**src/grema_pkg.sv**
```systemverilog
// Shared types and constants of the glitch-rejecting EMA filter.
package grema_pkg;

	// Channel count and field widths, fixed by the port list
	localparam int CHANNELS      = 4;
	localparam int SAMPLE_BITS   = 12;
	localparam int FRACTION_BITS = 16;
	localparam int COUNT_BITS    = 4;
	localparam int WEIGHT_BITS   = FRACTION_BITS + 1;

	// Configuration port widths
	localparam int CFG_INDEX_BITS = 2;
	localparam int CFG_DATA_BITS  = WEIGHT_BITS;

	typedef logic [SAMPLE_BITS-1:0] sample_t;
	typedef logic [COUNT_BITS-1:0]  count_t;
	typedef logic [WEIGHT_BITS-1:0] weight_t;
	typedef logic [CFG_INDEX_BITS-1:0] cfg_index_t;
	typedef logic [CFG_DATA_BITS-1:0]  cfg_data_t;

	// Unity weight: the average takes the sample outright
	localparam weight_t WEIGHT_ONE = weight_t'(1) << FRACTION_BITS;

	// Register indexes
	localparam cfg_index_t REG_REJECT_THRESHOLD = 2'd0;
	localparam cfg_index_t REG_MAX_BAD_IN_ROW   = 2'd1;
	localparam cfg_index_t REG_SMOOTHING_WEIGHT = 2'd2;

	// Register reset values
	localparam sample_t RST_REJECT_THRESHOLD = 12'd175;
	localparam count_t  RST_MAX_BAD_IN_ROW   = 4'd4;
	localparam weight_t RST_SMOOTHING_WEIGHT = 17'd10427;

	// Settings every lane sees; weight is held already saturated to unity
	typedef struct packed {
		sample_t threshold;
		count_t  max_bad;
		weight_t weight;
	} cfg_t;

endpackage

```
**src/glitch_rejecting_ema_filter.sv**
```systemverilog
// Top level of the four-channel glitch-rejecting EMA filter.
//
// Input channel: in_valid / in_stall carries one sample per converter channel
// (sample_ch0..sample_ch3). Output channel: out_valid / out_stall carries the
// four updated averages (filtered_ch0..filtered_ch3), one result per item.
// A transfer happens at a clock edge with valid high and stall low.
// Each channel has its own lane (compare, bad-run counter, one 13x18 multiply
// and add); a shared output register merges the lanes into one result.
// Latency: the result is valid the cycle after the input transfer.
// Throughput: one item per cycle while the receiver does not stall, set by the lane update loop.
// When the receiver stalls, the result holds in the output register and
// in_stall rises, so at most one result waits; no item is lost or repeated.
// Reset (arst_n low) clears all averages and bad-run counts, empties the
// output register and loads the register defaults (threshold 175, run limit 4,
// weight 10427/65536). Configuration writes via cfg_wr_en / cfg_index /
// cfg_data take effect at once and are meant for idle periods; a weight above
// unity is stored as unity and unknown indexes are ignored.
module glitch_rejecting_ema_filter (
	input  logic                   clk,
	input  logic                   arst_n,
	input  logic                   cfg_wr_en,
	input  grema_pkg::cfg_index_t  cfg_index,
	input  grema_pkg::cfg_data_t   cfg_data,
	input  logic                   in_valid,
	output logic                   in_stall,
	input  grema_pkg::sample_t     sample_ch0,
	input  grema_pkg::sample_t     sample_ch1,
	input  grema_pkg::sample_t     sample_ch2,
	input  grema_pkg::sample_t     sample_ch3,
	output logic                   out_valid,
	input  logic                   out_stall,
	output grema_pkg::sample_t     filtered_ch0,
	output grema_pkg::sample_t     filtered_ch1,
	output grema_pkg::sample_t     filtered_ch2,
	output grema_pkg::sample_t     filtered_ch3
);

	grema_pkg::cfg_t    cfg_q;
	grema_pkg::sample_t samples  [grema_pkg::CHANNELS];
	grema_pkg::sample_t lane_avg [grema_pkg::CHANNELS];
	grema_pkg::sample_t out_avg  [grema_pkg::CHANNELS];
	logic               full_stalled;
	logic               accept;

	// Configuration registers
	always_ff @(posedge clk or negedge arst_n) begin
		if (!arst_n) begin
			cfg_q.threshold <= grema_pkg::RST_REJECT_THRESHOLD;
			cfg_q.max_bad   <= grema_pkg::RST_MAX_BAD_IN_ROW;
			cfg_q.weight    <= grema_pkg::RST_SMOOTHING_WEIGHT;
		end else if (cfg_wr_en) begin
			unique case (cfg_index)
				grema_pkg::REG_REJECT_THRESHOLD: begin
					cfg_q.threshold <= cfg_data[grema_pkg::SAMPLE_BITS-1:0];
				end
				grema_pkg::REG_MAX_BAD_IN_ROW: begin
					cfg_q.max_bad <= cfg_data[grema_pkg::COUNT_BITS-1:0];
				end
				grema_pkg::REG_SMOOTHING_WEIGHT: begin
					cfg_q.weight <= (cfg_data > grema_pkg::WEIGHT_ONE) ?
						grema_pkg::WEIGHT_ONE : cfg_data[grema_pkg::WEIGHT_BITS-1:0];
				end
				default: begin
				end
			endcase
		end
	end

	// Input transfer whenever the output register is free or being emptied
	assign in_stall = full_stalled;
	assign accept   = in_valid & ~full_stalled;

	assign samples[0] = sample_ch0;
	assign samples[1] = sample_ch1;
	assign samples[2] = sample_ch2;
	assign samples[3] = sample_ch3;

	// One lane per channel
	for (genvar i = 0; i < grema_pkg::CHANNELS; i++) begin : g_lane
		grema_lane u_lane (
			.clk      (clk),
			.arst_n   (arst_n),
			.accept   (accept),
			.cfg      (cfg_q),
			.sample   (samples[i]),
			.avg_next (lane_avg[i])
		);
	end

	// Merge lane results into the output register
	grema_out_stage u_out (
		.clk          (clk),
		.arst_n       (arst_n),
		.load         (accept),
		.lane_avg     (lane_avg),
		.out_stall    (out_stall),
		.out_valid    (out_valid),
		.out_avg      (out_avg),
		.full_stalled (full_stalled)
	);

	assign filtered_ch0 = out_avg[0];
	assign filtered_ch1 = out_avg[1];
	assign filtered_ch2 = out_avg[2];
	assign filtered_ch3 = out_avg[3];

endmodule

```
**src/grema_lane.sv**
```systemverilog
// One channel lane: glitch check, bad-run counter and EMA update.
module grema_lane (
	input  logic             clk,
	input  logic             arst_n,
	input  logic             accept,
	input  grema_pkg::cfg_t  cfg,
	input  grema_pkg::sample_t sample,
	output grema_pkg::sample_t avg_next
);

	localparam int SB = grema_pkg::SAMPLE_BITS;
	localparam int WB = grema_pkg::WEIGHT_BITS;
	localparam int FB = grema_pkg::FRACTION_BITS;

	grema_pkg::sample_t avg_q;
	grema_pkg::count_t  cnt_q;

	logic signed [SB:0]      diff;
	grema_pkg::sample_t      delta_abs;
	logic signed [SB+WB+1:0] prod;
	grema_pkg::sample_t      blend;
	grema_pkg::count_t       cnt_inc;
	grema_pkg::count_t       cnt_next;
	logic                    reject;
	logic                    snap;

	// avg' = avg + floor((sample - avg) * a / 2^F), equal to the two-term blend
	always_comb begin
		diff      = $signed({1'b0, sample}) - $signed({1'b0, avg_q});
		delta_abs = (sample >= avg_q) ? (sample - avg_q) : (avg_q - sample);
		prod      = diff * $signed({1'b0, cfg.weight});
		blend     = avg_q + prod[FB+SB-1:FB];
		cnt_inc   = cnt_q + grema_pkg::count_t'(1);
		reject    = delta_abs > cfg.threshold;
		snap      = cnt_inc >= cfg.max_bad;
	end

	// Next state of the lane
	always_comb begin
		if (!reject) begin
			avg_next = blend;
			cnt_next = '0;
		end else if (snap) begin
			avg_next = sample;
			cnt_next = '0;
		end else begin
			avg_next = avg_q;
			cnt_next = cnt_inc;
		end
	end

	// Lane state advances on each input transfer
	always_ff @(posedge clk or negedge arst_n) begin
		if (!arst_n) begin
			avg_q <= '0;
			cnt_q <= '0;
		end else if (accept) begin
			avg_q <= avg_next;
			cnt_q <= cnt_next;
		end
	end

endmodule

```
**src/grema_out_stage.sv**
```systemverilog
// Merging output register: collects all lane results into one output transfer.
module grema_out_stage (
	input  logic               clk,
	input  logic               arst_n,
	input  logic               load,
	input  grema_pkg::sample_t lane_avg [grema_pkg::CHANNELS],
	input  logic               out_stall,
	output logic               out_valid,
	output grema_pkg::sample_t out_avg [grema_pkg::CHANNELS],
	output logic               full_stalled
);

	logic               valid_q;
	grema_pkg::sample_t data_q [grema_pkg::CHANNELS];

	// Valid flag: set by a load, cleared once the result is taken
	always_ff @(posedge clk or negedge arst_n) begin
		if (!arst_n) begin
			valid_q <= 1'b0;
		end else if (load) begin
			valid_q <= 1'b1;
		end else if (!out_stall) begin
			valid_q <= 1'b0;
		end
	end

	// Payload register
	always_ff @(posedge clk) begin
		if (load) begin
			data_q <= lane_avg;
		end
	end

	assign out_valid    = valid_q;
	assign out_avg      = data_q;
	assign full_stalled = valid_q & out_stall;

endmodule

```
**config.mk**
```make
export PLATFORM = sky130hd
export DESIGN_NAME = glitch_rejecting_ema_filter
export DESIGN_NICKNAME = d
export VERILOG_FILES = /design/src/grema_pkg.sv /design/src/glitch_rejecting_ema_filter.sv /design/src/grema_lane.sv /design/src/grema_out_stage.sv
export SDC_FILE = /design/constraint.sdc
export NUM_CORES = 2
export LEC_CHECK = 0
export ABC_CLOCK_PERIOD_IN_PS = 17500
export BUFFER_PORTS_ARGS = -buffer_cell sky130_fd_sc_hd__buf_2
export CORE_MARGIN = 10
export CORE_UTILIZATION = 40
export DETAILED_ROUTE_END_ITERATION = 10
export MAX_ROUTING_LAYER = met4
export PLACE_DENSITY_LB_ADDON = 0.05
export SYNTH_ARGS = -nofsm -noshare
export SYNTH_HDL_FRONTEND = slang
export SYNTH_SLANG_ARGS = --single-unit
```
**constraint.sdc**
```tcl
create_clock -name clk -period 17.5 [get_ports clk]
set_clock_uncertainty 0.2 [all_clocks]
set_input_delay 3.5 -clock clk [delete_from_list [all_inputs] [get_ports clk]]
set_output_delay 3.5 -clock clk [all_outputs]
set_load 0.02 [all_outputs]
```
## After elaboration in Yosys (flattened, before gate mapping)

Index checks and enable logic that the tools add are counted.

- Output and inout bits: 50
- Bits of input ports: 72
- Bits in registers: 146
- Logic and storage cells: 86

- Reduce and logical (&&, ||, !) cells: 4
- Multipliers: 4
- Bitwise gates (word level): 3
- Multiplexer cells: 23
- Eq/ne operators: 3
- Add/sub/neg operators: 20
- $lt $le $gt $ge: 13

Operator list:

| kind | number |
|---|---|
| two-way mux 12 bit | 12 |
| multiplier 13 x 18 -> 28 bit | 4 |
| subtractor 12 bit | 8 |
| subtractor 12 x 12 -> 13 bit | 4 |
| adder 12 bit | 4 |
| >= comparator 12 bit | 4 |
| greater-than comparator 12 bit | 4 |
| two-way mux 4 bit | 8 |
| greater-than comparator 17 bit, second input constant | 1 |
| two-way mux 17 bit | 1 |
| adder 4 x 1 -> 4 bit, second input constant | 4 |
| >= comparator 4 bit | 4 |
| AND reduction 2 bit | 3 |
| bitwise AND 1 bit | 2 |
| == test 2 x 1 -> 1 bit, second input constant | 1 |
| == test 2 bit, second input constant | 1 |
| zero test 2 bit | 1 |
| two-way mux 1 bit | 2 |
| inequality test 2 x 1 -> 1 bit, second input constant | 1 |
| NOT 1 bit | 1 |

## Depth between registers and ports, before layout

- Depth in word-level cells: 4
- Depth in mapped cells: 45
- Gate-level depth less buffers: 44

## Cells and area by module

A second synthesis with hierarchy kept.

- Cells, all modules: 4618
- Area, all modules: 41104.4 um^2

By module, submodules not included:

| module | cells each | seq. area each (um^2) | instances | area an instance (um^2) |
|---|---|---|---|---|
| grema_lane (g_lane[2].u_lane) | 1114 | 400.4 | 1 | 9593.0 |
| grema_lane (g_lane[0].u_lane) | 1120 | 400.4 | 1 | 9564.2 |
| grema_lane (g_lane[3].u_lane) | 1107 | 400.4 | 1 | 9514.1 |
| grema_lane (g_lane[1].u_lane) | 1111 | 400.4 | 1 | 9485.3 |
| grema_out_stage | 51 | 1466.4 | 1 | 1480.2 |
| glitch_rejecting_ema_filter | 115 | 844.6 | 1 | 1467.7 |

## Least setup slack after synthesis

OpenSTA, ideal clock, no wires.

- Path type: input -> register
- Start point: input sample_ch1[0]
- End point: register u_out.data_q (netlist bit u_out.out_avg[35]), data pin
- Cell stages on the path: 42
- Slack: 4968 ps
- Arrival: 12061 ps
- Data required time: 17029 ps
- Buffers on the path: 1
- Cells stage by stage: inv_1 > ha_1 > inv_1 > fa_1 > a21o_1 > a21oi_2 > o21bai_1 > a2111oi_2 > or2_2 > o21bai_1 > a21oi_1 > xnor2_1 > buf_2 > nand2_1 > fa_1 > fa_1 > inv_1 > fa_1 > (+6 left out) > o211ai_1 > o22ai_1 > a21oi_1 > o21ai_0 > nand4_1 > nand2_1 > a21oi_1 > o21bai_1 > xor2_1 > ha_1 > a21o_1 > nor3_1 > a21oi_1 > a31oi_1 > o21ai_0 > xnor3_1 > xnor2_1 > o21ai_0

- Cells in the longest elaborated chain, start to end: 4

RTL lines:

| what | line | source |
|---|---|---|
| start: declaration | glitch_rejecting_ema_filter.sv:27 | `input grema_pkg::sample_t sample_ch1,` |
| subtractor 12 x 12 -> 13 bit, or another cell as far along | grema_lane.sv:29 | `diff = $signed({1'b0, sample}) - $signed({1'b0, avg_q});` |
| multiplier 13 x 18 -> 28 bit / two-way mux 12 bit (equally long branches) | grema_lane.sv:31, grema_lane.sv:30 |  |
| adder 12 bit / greater-than comparator 12 bit (equally long branches) | grema_lane.sv:32, grema_lane.sv:34 |  |
| two-way mux 12 bit * | grema_lane.sv:40 | `if (!reject) begin` |
| named net g_lane[1].u_lane.avg_next[11] | grema_lane.sv:8 | `output grema_pkg::sample_t avg_next` |
| end signal: assignment | grema_out_stage.sv:30 | `data_q <= lane_avg;` |
| end: declaration | grema_out_stage.sv:14 | `grema_pkg::sample_t data_q [grema_pkg::CHANNELS];` |

The timed path passes the listed nets; every way through them passes the cells marked *.
A chain may end at the register's enable or synchronous reset.

## Final worst setup path

Ends and elaborated chain as after synthesis.

==> results.txt <==
The first-pass GRT wire length is between 150,000 and 200,000 µm. The number of sinks handled by clock tree synthesis is about 150. The count of antenna-violating nets left after detailed routing is 0. The area growth from synthesis to layout is 6.495%. The clock transition at the registers of the reported paths came out at ~70 ps.

The layout net count is about 5,800. The clock buffer count from CTS is 17. The floorplan step defined a core boundary enclosing 100,100 µm². Data on the critical path arrives at its endpoint at 13,450 ps.

The total number of placement rows came out at around 120. The slew at the pin with the worst max-slew slack is approximately 1200 ps. Entering global routing, the biggest net connects 64 pins. Setup slack on the worst reg-to-reg path comes out at roughly 6800 ps.

The half-perimeter wire length after detailed placement came out at just over 90,000 µm. The number of warning messages in the yosys log is 0. The initial DRC count came out at 1,544.

The highest achievable clock rate is 0.07445 GHz. The number of nets produced by synthesis came out at approximately 5,800. In this run the top signal layer used is met4. The number of setup buffers added after CTS came out at 0. Summing every instance area after synthesis gives between 40,000 and 50,000 µm². By startpoint and endpoint, the worst setup path is classified as in2reg. The post-cts repair resize count came out at 0.

The number of global-route vias before repair is between 30,000 and 40,000. Wire segments on met2 add up to about 50,000 µm in the final route. In this run the critical register-to-register path is launched from g_lane[1].u_lane.avg_q[0]$_DFFE_PN0P_. The number of buffers between clock root and the deepest sink came out at 2. In the layout the commonest cells are sky130_fd_sc_hd__inv_1, sky130_fd_sc_hd__nand2_1, sky130_fd_sc_hd__fa_1.

After synthesis, the share of flip-flops with an asynchronous set or reset is 67.12%. The share of the clock period used by the worst path is around three quarters. The clock latency on the worst-skew pair came out at ~470 ps.

For this run, the slowest stage of the critical path takes 630 ps. The floorplan step defined a die boundary enclosing ~110,000 µm². The depth of the worst hold-timing path came out at 2. The final wirelength is ~110,000 µm. The met3 wire length is around 3500 µm. The TritonCTS clock tree is done. After global routing the overflow that remains totals 0. The cell type with the highest occurrence count on the critical path is sky130_fd_sc_hd__fa_1. The starting density of the core is between 40% and 50%. Among all flip-flop cells after synthesis, the most frequent one is sky130_fd_sc_hd__dfrtp_1. The top fanout value on the critical path is 18. The height of the die came out at about 340 µm. Routability-driven placement finished with a final weighted congestion of ~0.86. Leaving out fill and tap cells, the most frequent cell in the layout is sky130_fd_sc_hd__inv_1. The cell with the biggest individual delay on the critical path is sky130_fd_sc_hd__o21ai_0. The number of cells on the worst reg-to-reg path is 41. The count of endpoints failing setup in the final report came out at 0.

The final-report max-slew violation count came out at 0. The startpoint of the most critical hold path is g_lane[0].u_lane.cnt_q[3]$_DFFE_PN0P_. Across the run, the number of max-cap violations was 0. The number of H-tree branching levels came out at 4. For hold timing, the worst endpoint is g_lane[0].u_lane.cnt_q[3]$_DFFE_PN0P_. The path type of the worst min-delay path is reg2reg. The number of search-and-repair iterations in the first detailed-routing pass is 5. The minimum clock period after layout is around 13,000 ps. The worst register-to-register path ends at u_out.out_avg[35]$_DFFE_PP_. STA classifies the critical path startpoint as an input port.

The count of unresolved DRC violations after routing came out at 0. The number of vias in the routed layout is roughly 30,000. between 100 and 150 I/O pins were placed.

The initial antenna violation count is 1. Port buffering added roughly 120 buffers. The met1 wire length came out at ~56,000 µm. In this run, synthesis inferred 48 flip-flops with an integrated enable. The number of different library cells in the post-synthesis netlist is between 80 and 90.

The root buffer cell is sky130_fd_sc_hd__clkbuf_16. Setup repair after global routing left no endpoint under its margin. The proportion of layout cells with a drive suffix above 1 is approximately 8.0%. The total negative slack for setup checks is 0 ps. The synthesized area per cell came out at roughly 9 µm². The kind of end point of the critical path is a flip-flop. Buffers inserted to repair hold after CTS numbered 0. Dividing the detail-routed via count by the number of cells gives ~5.1. The horizontal die dimension is 337.9 µm. The remaining max-slew budget at the tightest pin is a little over a fifth. The required time of the critical path is about 18,000 ps. The run finished with clean final reports. The number of endpoints with negative hold slack in the final report came out at 0.

The global-route total usage across every layer is between 20% and 30%. The synthesized instance count came out at roughly 4,500. The average wire length per cell after detail routing came out at 19.12 µm. In this run, synthesis produced a sequential element count of ~150. Sequential elements use about a tenth of the synthesized area.
flip-flops by register name, summed over array words and instances (netlist names):
signal and flops:
cfg_q 33, g_lane.u_lane.cnt_q 16, g_lane.u_lane.avg_q 48, u_out.out_avg 48
u_out.out_valid 1
worst max-delay path by stage:
stage / from / end / slack, ps / depth (start not counted)
after floorplan: sample_ch1[0] / u_out.out_avg[35]$_DFFE_PP_ / 4970 / 42
after global placement: sample_ch1[0] / u_out.out_avg[35]$_DFFE_PP_ / 3710 / 43
after detailed placement: sample_ch1[0] / u_out.out_avg[35]$_DFFE_PP_ / 3590 / 43
after CTS: sample_ch1[0] / u_out.out_avg[35]$_DFFE_PP_ / 4070 / 43
after global routing: sample_ch1[0] / u_out.out_avg[35]$_DFFE_PP_ / 3370 / 43
final: sample_ch1[0] / u_out.out_avg[35]$_DFFE_PP_ / 4070 / 43
cell usage after synthesis (all sizes together), types with 31 or more instances:
cell type / n / area share (%)
mux2: 36 / 1.0
ha: 540 / 17
dfrtp: 83 / 5.1
fa: 668 / 33
nor2b: 81 / 1.3
mux2i: 44 / 1.1
inv: 789 / 7.3
xnor2: 120 / 2.6
nand2: 676 / 6.3
nand2b: 37 / 0.57
a21oi: 211 / 2.7
nor2: 167 / 1.6
and2: 187 / 2.9
xor2: 58 / 1.3
clkbuf: 197 / 1.8
o21ai: 119 / 1.5
edfxtp: 48 / 3.6
buf: 33 / 0.50
nor3: 31 / 0.38
a21o: 96 / 1.8
per-stage QoR:
step           util [%]  hold slack [ps]  worst slack [ps]  instances  area (µm²)
6_report          42.97            304.4              4068       5854       43040
5_1_grt           42.97            312.3              3367       5853       43040
4_1_cts           42.97            309.0              4073       5853       43040
3_5_place_dp      42.39            293.3              3591       5821       42450
3_3_place_gp      42.39            286.7              3710       5821       42450
2_1_floorplan         -            267.5              4968       4547       40410
critical path, delay by kind of cell:
family | cells | cell delay, ps
adder cells (fa/ha/maj) | 10 | 4150
buffers and inverters | 7 | 630
AND/OR/NAND/NOR | 5 | 790
AO/OA/AOI/OAI | 17 | 3270
XOR/XNOR | 4 | 1070
metal layers:
layer	track usage [%]	up-vias
li1	-	14240
met1	30.60	15370
met2	32.11	468
met3	1.599	60
met4	3.043	0
met5	-	-
logic make-up (layout without fill, tap and decap cells):
group           Yosys count  after routing  synth area share [%]
xor+xnor                181            181                 4.025
flops                   146            146                 9.681
simple gates           1320           1320                 15.25
buf+inv                1020           1028                 9.666
fa+ha+maj              1208           1208                 49.81
compound gates          592            592                 9.474
other cells               0              1                     0
mux                      80             80                 2.093
area by class of cell:
cell class              instances  area, µm²
well taps                    1298       1624
clock buffers                  21      460.4
multi-input cells            3381      32690
inverters                     790       2968
diodes                          1      2.502
flip-flops and latches        146       3924
repair buffers                206       1246
clock inverters                11      126.4
fillers                     10150      57110
Power is not shown: default switching activity piles up to over one toggle a cycle in this logic, so the estimate is an artifact.
